$ cat config.mk
export PLATFORM = sky130hd
export DESIGN_NAME = fixed_block_free_list_allocator
export DESIGN_NICKNAME = d
export VERILOG_FILES = /design/src/rtl/core/fbfla_pkg.sv /design/src/rtl/core/fbfla_ram.sv /design/src/rtl/core/fbfla_front.sv /design/src/rtl/core/fbfla_queue.sv /design/src/rtl/core/fbfla_back.sv /design/src/rtl/core/fixed_block_free_list_allocator.sv
export SDC_FILE = /design/constraint.sdc
export NUM_CORES = 2
export LEC_CHECK = 0
export ABC_AREA = 1
export BUFFER_PORTS_ARGS = -buffer_cell sky130_fd_sc_hd__buf_2
export CAP_MARGIN = 0
export CORE_MARGIN = 2
export CORE_UTILIZATION = 55
export DETAILED_ROUTE_END_ITERATION = 8
export PLACE_DENSITY = 0.71
export SKIP_LAST_GASP = 1
export SYNTH_ARGS = -nofsm -noshare
export SYNTH_HDL_FRONTEND = slang
export SYNTH_HIERARCHICAL = 1
export SYNTH_SLANG_ARGS = --single-unit
$ cat constraint.sdc
create_clock -name clk -period 10.2 [get_ports clk]
set_clock_uncertainty 0.15 [all_clocks]
set_input_delay 2.04 -clock clk [delete_from_list [all_inputs] [get_ports clk]]
set_output_delay 2.04 -clock clk [all_outputs]
set_load 0.01 [all_outputs]
$ cat src/rtl/core/fbfla_pkg.sv
// ----------------------------------------------------------------------------
// fbfla_pkg
// shared types and constants of the fixed block free list allocator
// ----------------------------------------------------------------------------
package fbfla_pkg;

  localparam int MaxBlocks  = 255;
  localparam int IdxW       = 8;
  localparam int AddrW      = 32;
  localparam int BsizeW     = 16;
  localparam int CsizeW     = 24;
  localparam int QDepth     = 2;
  localparam int PAddrW     = 4;

  localparam logic [PAddrW-1:0] RegBase  = 4'h0;
  localparam logic [PAddrW-1:0] RegBsize = 4'h4;
  localparam logic [PAddrW-1:0] RegCsize = 4'h8;

  typedef enum logic [1:0] {
    CMD_INIT    = 2'd0,
    CMD_ACQUIRE = 2'd1,
    CMD_RELEASE = 2'd2,
    CMD_OWNS    = 2'd3
  } cmd_t;

  typedef enum logic [1:0] {
    ST_OK         = 2'd0,
    ST_NO_FREE    = 2'd1,
    ST_NOT_OWNED  = 2'd2,
    ST_FULLY_FREE = 2'd3
  } status_t;

  // classified word passed from front to back
  typedef struct packed {
    cmd_t              cmd;
    logic              owned;
    logic [IdxW-1:0]   idx;
    logic [IdxW-1:0]   init_count;
  } job_t;

  typedef struct packed {
    logic [AddrW-1:0] block_address;
    logic [IdxW-1:0]  block_index;
    status_t          status;
    logic             owned;
    logic [IdxW-1:0]  free_count;
    logic [IdxW-1:0]  used_count;
    logic             all_free;
  } result_t;

  typedef enum logic [1:0] {
    F_IDLE,
    F_DIV,
    F_PUSH
  } front_state_t;

  typedef enum logic [2:0] {
    B_IDLE,
    B_READ,
    B_MUL,
    B_DONE
  } back_state_t;

endpackage

$ cat src/rtl/core/fbfla_ram.sv
// ----------------------------------------------------------------------------
// fbfla_ram
// generic single write, single read RAM with registered read
// ----------------------------------------------------------------------------
module fbfla_ram #(
  parameter int Width = 8,
  parameter int Depth = 256
) (
  input  logic                     clk,
  input  logic                     we,
  input  logic [$clog2(Depth)-1:0] waddr,
  input  logic [Width-1:0]         wdata,
  input  logic [$clog2(Depth)-1:0] raddr,
  output logic [Width-1:0]         rdata
);

  logic [Width-1:0] mem [Depth];

  always_ff @(posedge clk) begin
    if (we) begin
      mem[waddr] <= wdata;
    end
    rdata <= mem[raddr];
  end

endmodule

$ cat src/rtl/core/fbfla_front.sv
// ----------------------------------------------------------------------------
// fbfla_front
// accepts command words, runs the ownership and init divisions serially
// ----------------------------------------------------------------------------
module fbfla_front import fbfla_pkg::*; (
  input  logic              clk,
  input  logic              rst,
  input  logic              push,
  output logic              full,
  input  logic [1:0]        cmd,
  input  logic [AddrW-1:0]  address,
  input  logic [AddrW-1:0]  base_address,
  input  logic [BsizeW-1:0] blk_bytes,
  input  logic [CsizeW-1:0] region_bytes,
  output logic              job_valid,
  input  logic              job_ready,
  output job_t              job
);

  localparam int CntW = $clog2(AddrW + 1);

  front_state_t state, state_next;
  cmd_t             cmd_q;
  logic [AddrW-1:0] quot;
  logic [BsizeW:0]  rem;
  logic [CntW-1:0]  cnt;
  logic [AddrW-1:0] dividend;
  logic [BsizeW:0]  trial;
  logic             sub_ok;
  logic             owned_w;
  logic [IdxW-1:0]  count_w;

  assign dividend = (cmd == CMD_INIT) ? {{(AddrW-CsizeW){1'b0}}, region_bytes}
                                      : address - base_address;
  assign trial  = {rem[BsizeW-1:0], quot[AddrW-1]};
  assign sub_ok = trial >= {1'b0, blk_bytes};

  // remainder zero and quotient fits an index, block count checked in the back
  assign owned_w = (blk_bytes != '0) && (rem == '0) &&
                   (quot[AddrW-1:IdxW] == '0);
  assign count_w = (blk_bytes == '0) ? '0 :
                   (quot > AddrW'(MaxBlocks)) ? IdxW'(MaxBlocks) : quot[IdxW-1:0];

  always_ff @(posedge clk) begin
    if (rst) begin
      state <= F_IDLE;
    end else begin
      state <= state_next;
    end
  end

  always_ff @(posedge clk) begin
    if (state == F_IDLE && push) begin
      cmd_q <= cmd_t'(cmd);
      quot  <= dividend;
      rem   <= '0;
      cnt   <= CntW'(AddrW);
    end else if (state == F_DIV) begin
      quot <= {quot[AddrW-2:0], sub_ok};
      rem  <= sub_ok ? trial - {1'b0, blk_bytes} : trial;
      cnt  <= cnt - 1'b1;
    end
  end

  always_comb begin
    state_next     = state;
    full           = 1'b1;
    job_valid      = 1'b0;
    job.cmd        = cmd_q;
    job.owned      = owned_w;
    job.idx        = quot[IdxW-1:0];
    job.init_count = count_w;
    case (state)
      F_IDLE: begin
        full = 1'b0;
        if (push) begin
          state_next = (cmd_t'(cmd) == CMD_ACQUIRE) ? F_PUSH : F_DIV;
        end
      end
      F_DIV: begin
        if (cnt == CntW'(1)) begin
          state_next = F_PUSH;
        end
      end
      F_PUSH: begin
        job_valid = 1'b1;
        if (job_ready) begin
          state_next = F_IDLE;
        end
      end
      default: state_next = F_IDLE;
    endcase
  end

  a_full_busy: assert property (@(posedge clk) disable iff (rst)
    state == F_DIV |-> full) else $error("front accepts while dividing");
  a_push_div: assert property (@(posedge clk) disable iff (rst)
    (state == F_IDLE && push && cmd != CMD_ACQUIRE) |=> state == F_DIV)
    else $error("division not started");
  a_job_hold: assert property (@(posedge clk) disable iff (rst)
    (job_valid && !job_ready) |=> job_valid && $stable(job))
    else $error("job word changed while stalled");

endmodule

$ cat src/rtl/core/fbfla_queue.sv
// ----------------------------------------------------------------------------
// fbfla_queue
// short queue of classified words between front and back
// ----------------------------------------------------------------------------
module fbfla_queue import fbfla_pkg::*; (
  input  logic clk,
  input  logic rst,
  input  logic in_valid,
  output logic in_ready,
  input  job_t in_job,
  output logic out_valid,
  input  logic out_ready,
  output job_t out_job
);

  localparam int PtrW = $clog2(QDepth);

  job_t            slot [QDepth];
  logic [PtrW-1:0] wptr, rptr;
  logic [PtrW:0]   count;
  logic            wr, rd;

  assign in_ready  = count != (PtrW+1)'(QDepth);
  assign out_valid = count != '0;
  assign out_job   = slot[rptr];
  assign wr = in_valid && in_ready;
  assign rd = out_valid && out_ready;

  always_ff @(posedge clk) begin
    if (rst) begin
      wptr  <= '0;
      rptr  <= '0;
      count <= '0;
    end else begin
      if (wr) wptr <= wptr + 1'b1;
      if (rd) rptr <= rptr + 1'b1;
      count <= count + (PtrW+1)'(wr) - (PtrW+1)'(rd);
    end
  end

  always_ff @(posedge clk) begin
    if (wr) begin
      slot[wptr] <= in_job;
    end
  end

  a_bound: assert property (@(posedge clk) disable iff (rst)
    count <= (PtrW+1)'(QDepth)) else $error("queue overflow");
  a_cnt: assert property (@(posedge clk) disable iff (rst)
    (wr && !rd) |=> count == $past(count) + 1'b1) else $error("count slip");
  a_cnt_dn: assert property (@(posedge clk) disable iff (rst)
    (rd && !wr) |=> count == $past(count) - 1'b1) else $error("count slip");

endmodule

$ cat src/rtl/core/fbfla_back.sv
// ----------------------------------------------------------------------------
// fbfla_back
// free list state, link memory and result register
// ----------------------------------------------------------------------------
module fbfla_back import fbfla_pkg::*; (
  input  logic              clk,
  input  logic              rst,
  input  logic              job_valid,
  output logic              job_ready,
  input  job_t              job,
  input  logic [AddrW-1:0]  base_address,
  input  logic [BsizeW-1:0] blk_bytes,
  output logic              res_valid,
  input  logic              res_pop,
  output result_t           res
);

  back_state_t state, state_next;
  logic [IdxW-1:0] free_head, available_count, never_used_mark;
  logic [IdxW-1:0] total_blocks;
  job_t            cur;
  logic [IdxW-1:0] link_rdata;
  logic            link_we;
  logic [AddrW-1:0] prod;
  status_t         st;
  logic [IdxW-1:0] ridx;
  logic            take;
  logic            apply;
  logic            own_ok;
  logic [AddrW-1:0] res_addr;
  logic [IdxW-1:0]  res_idx;
  status_t          res_st;
  logic             res_own;

  assign take = job_valid && state == B_IDLE && !res_valid;
  assign job_ready = take;

  // aligned block start whose index lies below the current block count
  assign own_ok = cur.owned && (cur.idx < total_blocks);

  fbfla_ram #(.Width(IdxW), .Depth(MaxBlocks + 1)) u_links (
    .clk   (clk),
    .we    (link_we),
    .waddr (cur.idx),
    .wdata (free_head),
    .raddr (free_head),
    .rdata (link_rdata)
  );

  always_ff @(posedge clk) begin
    if (rst) begin
      state <= B_IDLE;
    end else begin
      state <= state_next;
    end
  end

  always_comb begin
    state_next = state;
    apply      = 1'b0;
    link_we    = 1'b0;
    st         = ST_OK;
    ridx       = '0;
    case (cur.cmd)
      CMD_ACQUIRE: begin
        if (available_count == '0) st = ST_NO_FREE;
        else ridx = free_head;
      end
      CMD_RELEASE: begin
        if (!own_ok) st = ST_NOT_OWNED;
        else if (available_count >= total_blocks) st = ST_FULLY_FREE;
        else ridx = cur.idx;
      end
      default: ;
    endcase
    case (state)
      B_IDLE: if (take) state_next = B_READ;
      B_READ: state_next = B_MUL;
      B_MUL:  state_next = B_DONE;
      B_DONE: begin
        apply      = 1'b1;
        link_we    = cur.cmd == CMD_RELEASE && st == ST_OK;
        state_next = B_IDLE;
      end
      default: state_next = B_IDLE;
    endcase
  end

  always_ff @(posedge clk) begin
    if (take) cur <= job;
    if (state == B_READ) prod <= AddrW'(free_head) * AddrW'(blk_bytes);
  end

  always_ff @(posedge clk) begin
    if (rst) begin
      free_head       <= '0;
      available_count <= '0;
      total_blocks    <= '0;
      never_used_mark <= '0;
      res_valid       <= 1'b0;
    end else begin
      if (res_valid && res_pop) res_valid <= 1'b0;
      if (apply) begin
        res_valid <= 1'b1;
        case (cur.cmd)
          CMD_INIT: begin
            total_blocks    <= cur.init_count;
            available_count <= cur.init_count;
            free_head       <= '0;
            never_used_mark <= '0;
          end
          CMD_ACQUIRE: begin
            if (st == ST_OK) begin
              if (free_head == never_used_mark) begin
                free_head       <= free_head + 1'b1;
                never_used_mark <= never_used_mark + 1'b1;
              end else begin
                free_head <= link_rdata;
              end
              available_count <= available_count - 1'b1;
            end
          end
          CMD_RELEASE: begin
            if (st == ST_OK) begin
              free_head       <= cur.idx;
              available_count <= available_count + 1'b1;
            end
          end
          default: ;
        endcase
      end
    end
  end

  always_ff @(posedge clk) begin
    if (apply) begin
      res_addr <= (cur.cmd == CMD_ACQUIRE && st == ST_OK) ?
                  base_address + prod : '0;
      res_idx  <= ridx;
      res_st   <= st;
      res_own  <= (cur.cmd == CMD_RELEASE || cur.cmd == CMD_OWNS) && own_ok;
    end
  end

  always_comb begin
    res.block_address = res_addr;
    res.block_index   = res_idx;
    res.status        = res_st;
    res.owned         = res_own;
    res.free_count    = available_count;
    res.used_count    = total_blocks - available_count;
    res.all_free      = available_count >= total_blocks;
  end

  a_no_overrun: assert property (@(posedge clk) disable iff (rst)
    apply |-> !res_valid) else $error("result overwritten");
  a_avail: assert property (@(posedge clk) disable iff (rst)
    available_count <= total_blocks) else $error("free count above total");
  a_take: assert property (@(posedge clk) disable iff (rst)
    take |=> state == B_READ) else $error("back did not start");

endmodule

$ cat src/rtl/core/fixed_block_free_list_allocator.sv
// ----------------------------------------------------------------------------
// fixed_block_free_list_allocator
// Allocator of equal-size blocks in one chunk, managed through a free list
// of block indexes. For each init, release or ownership word the front part
// accepts it, runs a 32-step serial divider and then hands the word on;
// an acquire word skips the divider. The back part takes each word through
// its read, multiply and done states for the link memory read and the
// address multiply, and takes no new word until the result register is popped.
// ----------------------------------------------------------------------------
module fixed_block_free_list_allocator import fbfla_pkg::*; (
  input  logic              clk,
  input  logic              rst,
  input  logic              push,
  output logic              full,
  input  logic [1:0]        cmd,
  input  logic [AddrW-1:0]  address,
  output logic              empty,
  input  logic              pop,
  output logic [AddrW-1:0]  block_address,
  output logic [IdxW-1:0]   block_index,
  output logic [1:0]        status,
  output logic              owned,
  output logic [IdxW-1:0]   free_count,
  output logic [IdxW-1:0]   used_count,
  output logic              all_free,
  input  logic              psel,
  input  logic              penable,
  input  logic              pwrite,
  input  logic [PAddrW-1:0] paddr,
  input  logic [31:0]       pwdata,
  output logic [31:0]       prdata,
  output logic              pready
);

  logic [AddrW-1:0]  base_address;
  logic [BsizeW-1:0] blk_bytes;
  logic [CsizeW-1:0] region_bytes;
  logic    fj_valid, fj_ready, bj_valid, bj_ready, res_valid;
  job_t    fjob, bjob;
  result_t res;

  assign pready = 1'b1;

  always_ff @(posedge clk) begin
    if (rst) begin
      base_address <= '0;
      blk_bytes    <= BsizeW'(16);
      region_bytes <= CsizeW'(4080);
    end else if (psel && penable && pwrite) begin
      case (paddr)
        RegBase:  base_address <= pwdata;
        RegBsize: blk_bytes    <= pwdata[BsizeW-1:0];
        RegCsize: region_bytes <= pwdata[CsizeW-1:0];
        default: ;
      endcase
    end
  end

  always_comb begin
    case (paddr)
      RegBase:  prdata = base_address;
      RegBsize: prdata = {{(32-BsizeW){1'b0}}, blk_bytes};
      RegCsize: prdata = {{(32-CsizeW){1'b0}}, region_bytes};
      default:  prdata = '0;
    endcase
  end

  fbfla_front u_front (
    .clk, .rst, .push, .full, .cmd, .address,
    .base_address, .blk_bytes, .region_bytes,
    .job_valid (fj_valid), .job_ready (fj_ready), .job (fjob)
  );

  fbfla_queue u_queue (
    .clk, .rst,
    .in_valid (fj_valid), .in_ready (fj_ready), .in_job (fjob),
    .out_valid (bj_valid), .out_ready (bj_ready), .out_job (bjob)
  );

  fbfla_back u_back (
    .clk, .rst,
    .job_valid (bj_valid), .job_ready (bj_ready), .job (bjob),
    .base_address, .blk_bytes,
    .res_valid, .res_pop (pop), .res
  );

  assign empty         = !res_valid;
  assign block_address = res.block_address;
  assign block_index   = res.block_index;
  assign status        = res.status;
  assign owned         = res.owned;
  assign free_count    = res.free_count;
  assign used_count    = res.used_count;
  assign all_free      = res.all_free;

endmodule

==> results.sh <==
export IMPL_synth_top_area_cell="edfxtp_1"
export IMPL_die_area_sq_mm=0.198
export IMPL_drt_iter0_markers=9379
export IMPL_coreArea_sq_mm=0.194
export IMPL_peakVddDrop_uv=255
export IMPL_clk_latency_ns=0.89
export IMPL_wirelength_um=286000
export IMPL_antenna_found_initial=10
export IMPL_maxCapViolCount=0
export IMPL_path_cells="buf_2, inv_1, nand2_1, nor2_2, buf_4, nand2_1, nand3_1, buf_2"
export IMPL_whs_ns=0.330
export IMPL_ctsHoldBuffers=0
export IMPL_final_nets=10500
export IMPL_power_density_mw_per_mm2=197
export IMPL_cts_root_buffer="clkbuf_16"
export IMPL_synth_common_cells="nand2_1 (3010), nand3_1 (2244), edfxtp_1 (2206)"
export IMPL_clk_pin_slew_ns=0.06
export IMPL_met1_length_um=115000
export IMPL_htreeDepth=4
export IMPL_slew_headroom_pct=18.8
export IMPL_post_route_period_util_pct=58.2
export IMPL_via_per_inst=5.87
export IMPL_met3RoutedLength_um=25300
export IMPL_critical_path_top_delay_family="simple AND/OR/NAND/NOR gates"
export IMPL_cp_start_kind="primary input"
export IMPL_maxSlewViolCount=0
export IMPL_die_height_um=445
export IMPL_postSynthAreaPerCell_sq_um=10.4
export IMPL_critical_path_max_stage_delay_ns=0.67
export IMPL_post_cts_setup_buffers=0
export IMPL_cp_arrival_ns=3.75
export IMPL_io_pins=172
export IMPL_grt_pass1_vias=71100
export IMPL_rsz0062_at_grt="false"
export IMPL_placed_cell_area_sq_mm=0.109
export IMPL_cts_sinks=2351
export IMPL_synth_most_common_cell="nand2_1"
export IMPL_leakage_uw=0.0439
export IMPL_yosysUniqueCellTypes=64
export IMPL_die_w_um=445
export IMPL_drive_above_1_share_pct=6.59
export IMPL_wl_per_cell_um=22.1
export IMPL_vias=76100
export IMPL_synth_seq_cells=2351
export IMPL_clock_fmax_mhz=168
export IMPL_critPathBufInv=4
export IMPL_syn_area_sq_mm=0.107
export IMPL_cts_made_buffers=228
export IMPL_grt_usage_pct=28.4
export IMPL_hpwlAfterDp_um=174000
export IMPL_final_area_sq_mm=0.116
export IMPL_worst_setup_path_end_kind="primary output"
export IMPL_grt_first_pass_wirelength_um=433000
export IMPL_worstSetupPathType="in -> out"
export IMPL_async_flop_share_pct=0
export IMPL_cts_tree="yes"
export IMPL_synthTopCellsByArea="edfxtp_1 (62%), nand2_1 (11%), nand3_1 (10%)"
export IMPL_place_congestion=0.949
export IMPL_cts_buffer_depth=3
export IMPL_rows=162
export IMPL_synth_edf_count=2206
export IMPL_drtPass1Iterations=8
export IMPL_areaGrowthSynthToFinish_pct=8.45
export IMPL_dr_wl_met2_um=133000
export IMPL_drc=0
export IMPL_port_buffers=170
export IMPL_yosys_most_used_dff="edfxtp_1"
export IMPL_synth_cells=10300
export IMPL_fin_setup_tns_ns=0
export IMPL_syn_num_nets=10600
export IMPL_status="completed"
export IMPL_ctsResizeCount=0
export IMPL_crit_path_top_delay_cell="nor2_2"
export IMPL_antenna_left=0
export IMPL_finalSetupViolCount=0
export IMPL_crit_path_max_fanout=21
export IMPL_finalHoldViolCount=0
export IMPL_maxUsedRoutingLayer="met5"
export IMPL_synth_top_area_share_pct=61.8
export IMPL_yosysSeqAreaShare_pct=64.5
export IMPL_yosys_warnings=6
export IMPL_worstMarginPinSlew_ns=1.22
export IMPL_start_util_pct=55.1
export IMPL_grt_remaining_overflow=0
export IMPL_critPathRequiredTime_ns=8.01
export IMPL_period_minus_slack_ns=5.94
export IMPL_hold_path_class="reg -> reg"
export IMPL_grt_start_max_net_pins=223
export IMPL_final_util_pct=59.8
## flip-flops by register name (all words and copies together), names as in the netlist, 19 cells and up, named ones only
signal              cells
u_back/u_links/mem   2048
u_queue/slot           38
base_address           32
u_back/prod            24
u_front/quot           32
u_back/res_addr        32
u_back/cur             19
region_bytes           24
## worst paths after layout
kind	startpoint	to	slack (ns)	depth (start not counted)
setup reg to reg	u_back/free_head[4]$_SDFFE_PP0P_	u_back/prod[21]$_DFFE_PP_	4.32	18
hold / removal	u_front/cnt[3]$_SDFFE_PP0P_	u_front/cnt[3]$_SDFFE_PP0P_	0.33	2
setup / recovery	paddr[2]	prdata[10]	4.26	8
hold reg to reg	u_front/cnt[3]$_SDFFE_PP0P_	u_front/cnt[3]$_SDFFE_PP0P_	0.33	2
## cells by family (layout without fill, tap and decap cells)
family          after synthesis  after routing  share of synthesized area, %
xor+xnor                     64             64                         0.523
simple gates               6047           6047                          24.3
fa+ha+maj                   238            238                          3.40
flops                      2351           2351                          64.5
other cells                   1             13                       0.00350
buf+inv                    1269           1354                          5.29
mux                          19             19                         0.235
compound gates              341            341                          1.75
## layout make-up
type,count,area [sq um]
multi-input cells,6710,32400
inverters,667,2540
flip-flops and latches,2351,69200
fillers,15600,78100
well taps,2542,3180
diodes,12,30.0
repair buffers,265,1690
clock inverters,137,1200
clock buffers,285,6030
## layer usage
layer,vias to the layer above,global-route usage [%]
met2,3526,44.3
met1,36900,39.8
met4,4,11.9
li1,35100,-
met5,-,0
met3,627,4.80
## per-stage QoR
stage / cells / worst slack [ns] / total power (uW)
global route: 13000 / 3.99 / 23700
global placement: 12500 / 4.33 / 14800
detailed placement: 12500 / 4.32 / 14900
floorplan: 10300 / 1.84 / 13800
finish: 13000 / 4.26 / 22900
CTS: 13000 / 4.31 / 23000
## worst reg2reg max path, stage by stage, from the launching register on
cell,delay (ns)
dfxtp_4,0.98
buf_4,0.57
nand2_1,0.11
inv_1,0.11
fa_1,0.42
fa_1,0.48
fa_1,0.54
inv_1,0.05
fa_1,0.53
inv_1,0.04
ha_1,0.35
a21oi_1,0.20
o21ai_0,0.12
o21bai_1,0.19
a21oi_1,0.32
o21bai_1,0.16
nand2_1,0.08
nand2_1,0.06
xor2_1,0.14
## power by group
group,switching (uW),total [uW],internal [uW]
clock network,3600,8180,4580
registers,230,11200,11000
logic,2560,3530,970
total,6390,22900,16500
## layout by cell type, fill, tap and decap left out, types with 11 or more instances in the layout
cell          n
diode_2      12
edfxtp_1   2206
buf_2       170
xnor2_1      25
nor3_1       24
nand3_1    2244
fa_1         89
ha_1        148
o21ai_1      15
nand2_2      12
buf_4        85
nand2_1    3006
clkbuf_1     52
inv_2        12
bufinv_16    16
a21oi_1     169
clkinv_1     62
clkbuf_16   233
dfxtp_1     137
clkinv_2     41
o21ai_0      91
inv_1       647
xor2_1       39
nor2_1      627
nor2_2       12
o21a_1       13
o211ai_1     11
nand4_1      68
Power figures use the tool's default switching activity.
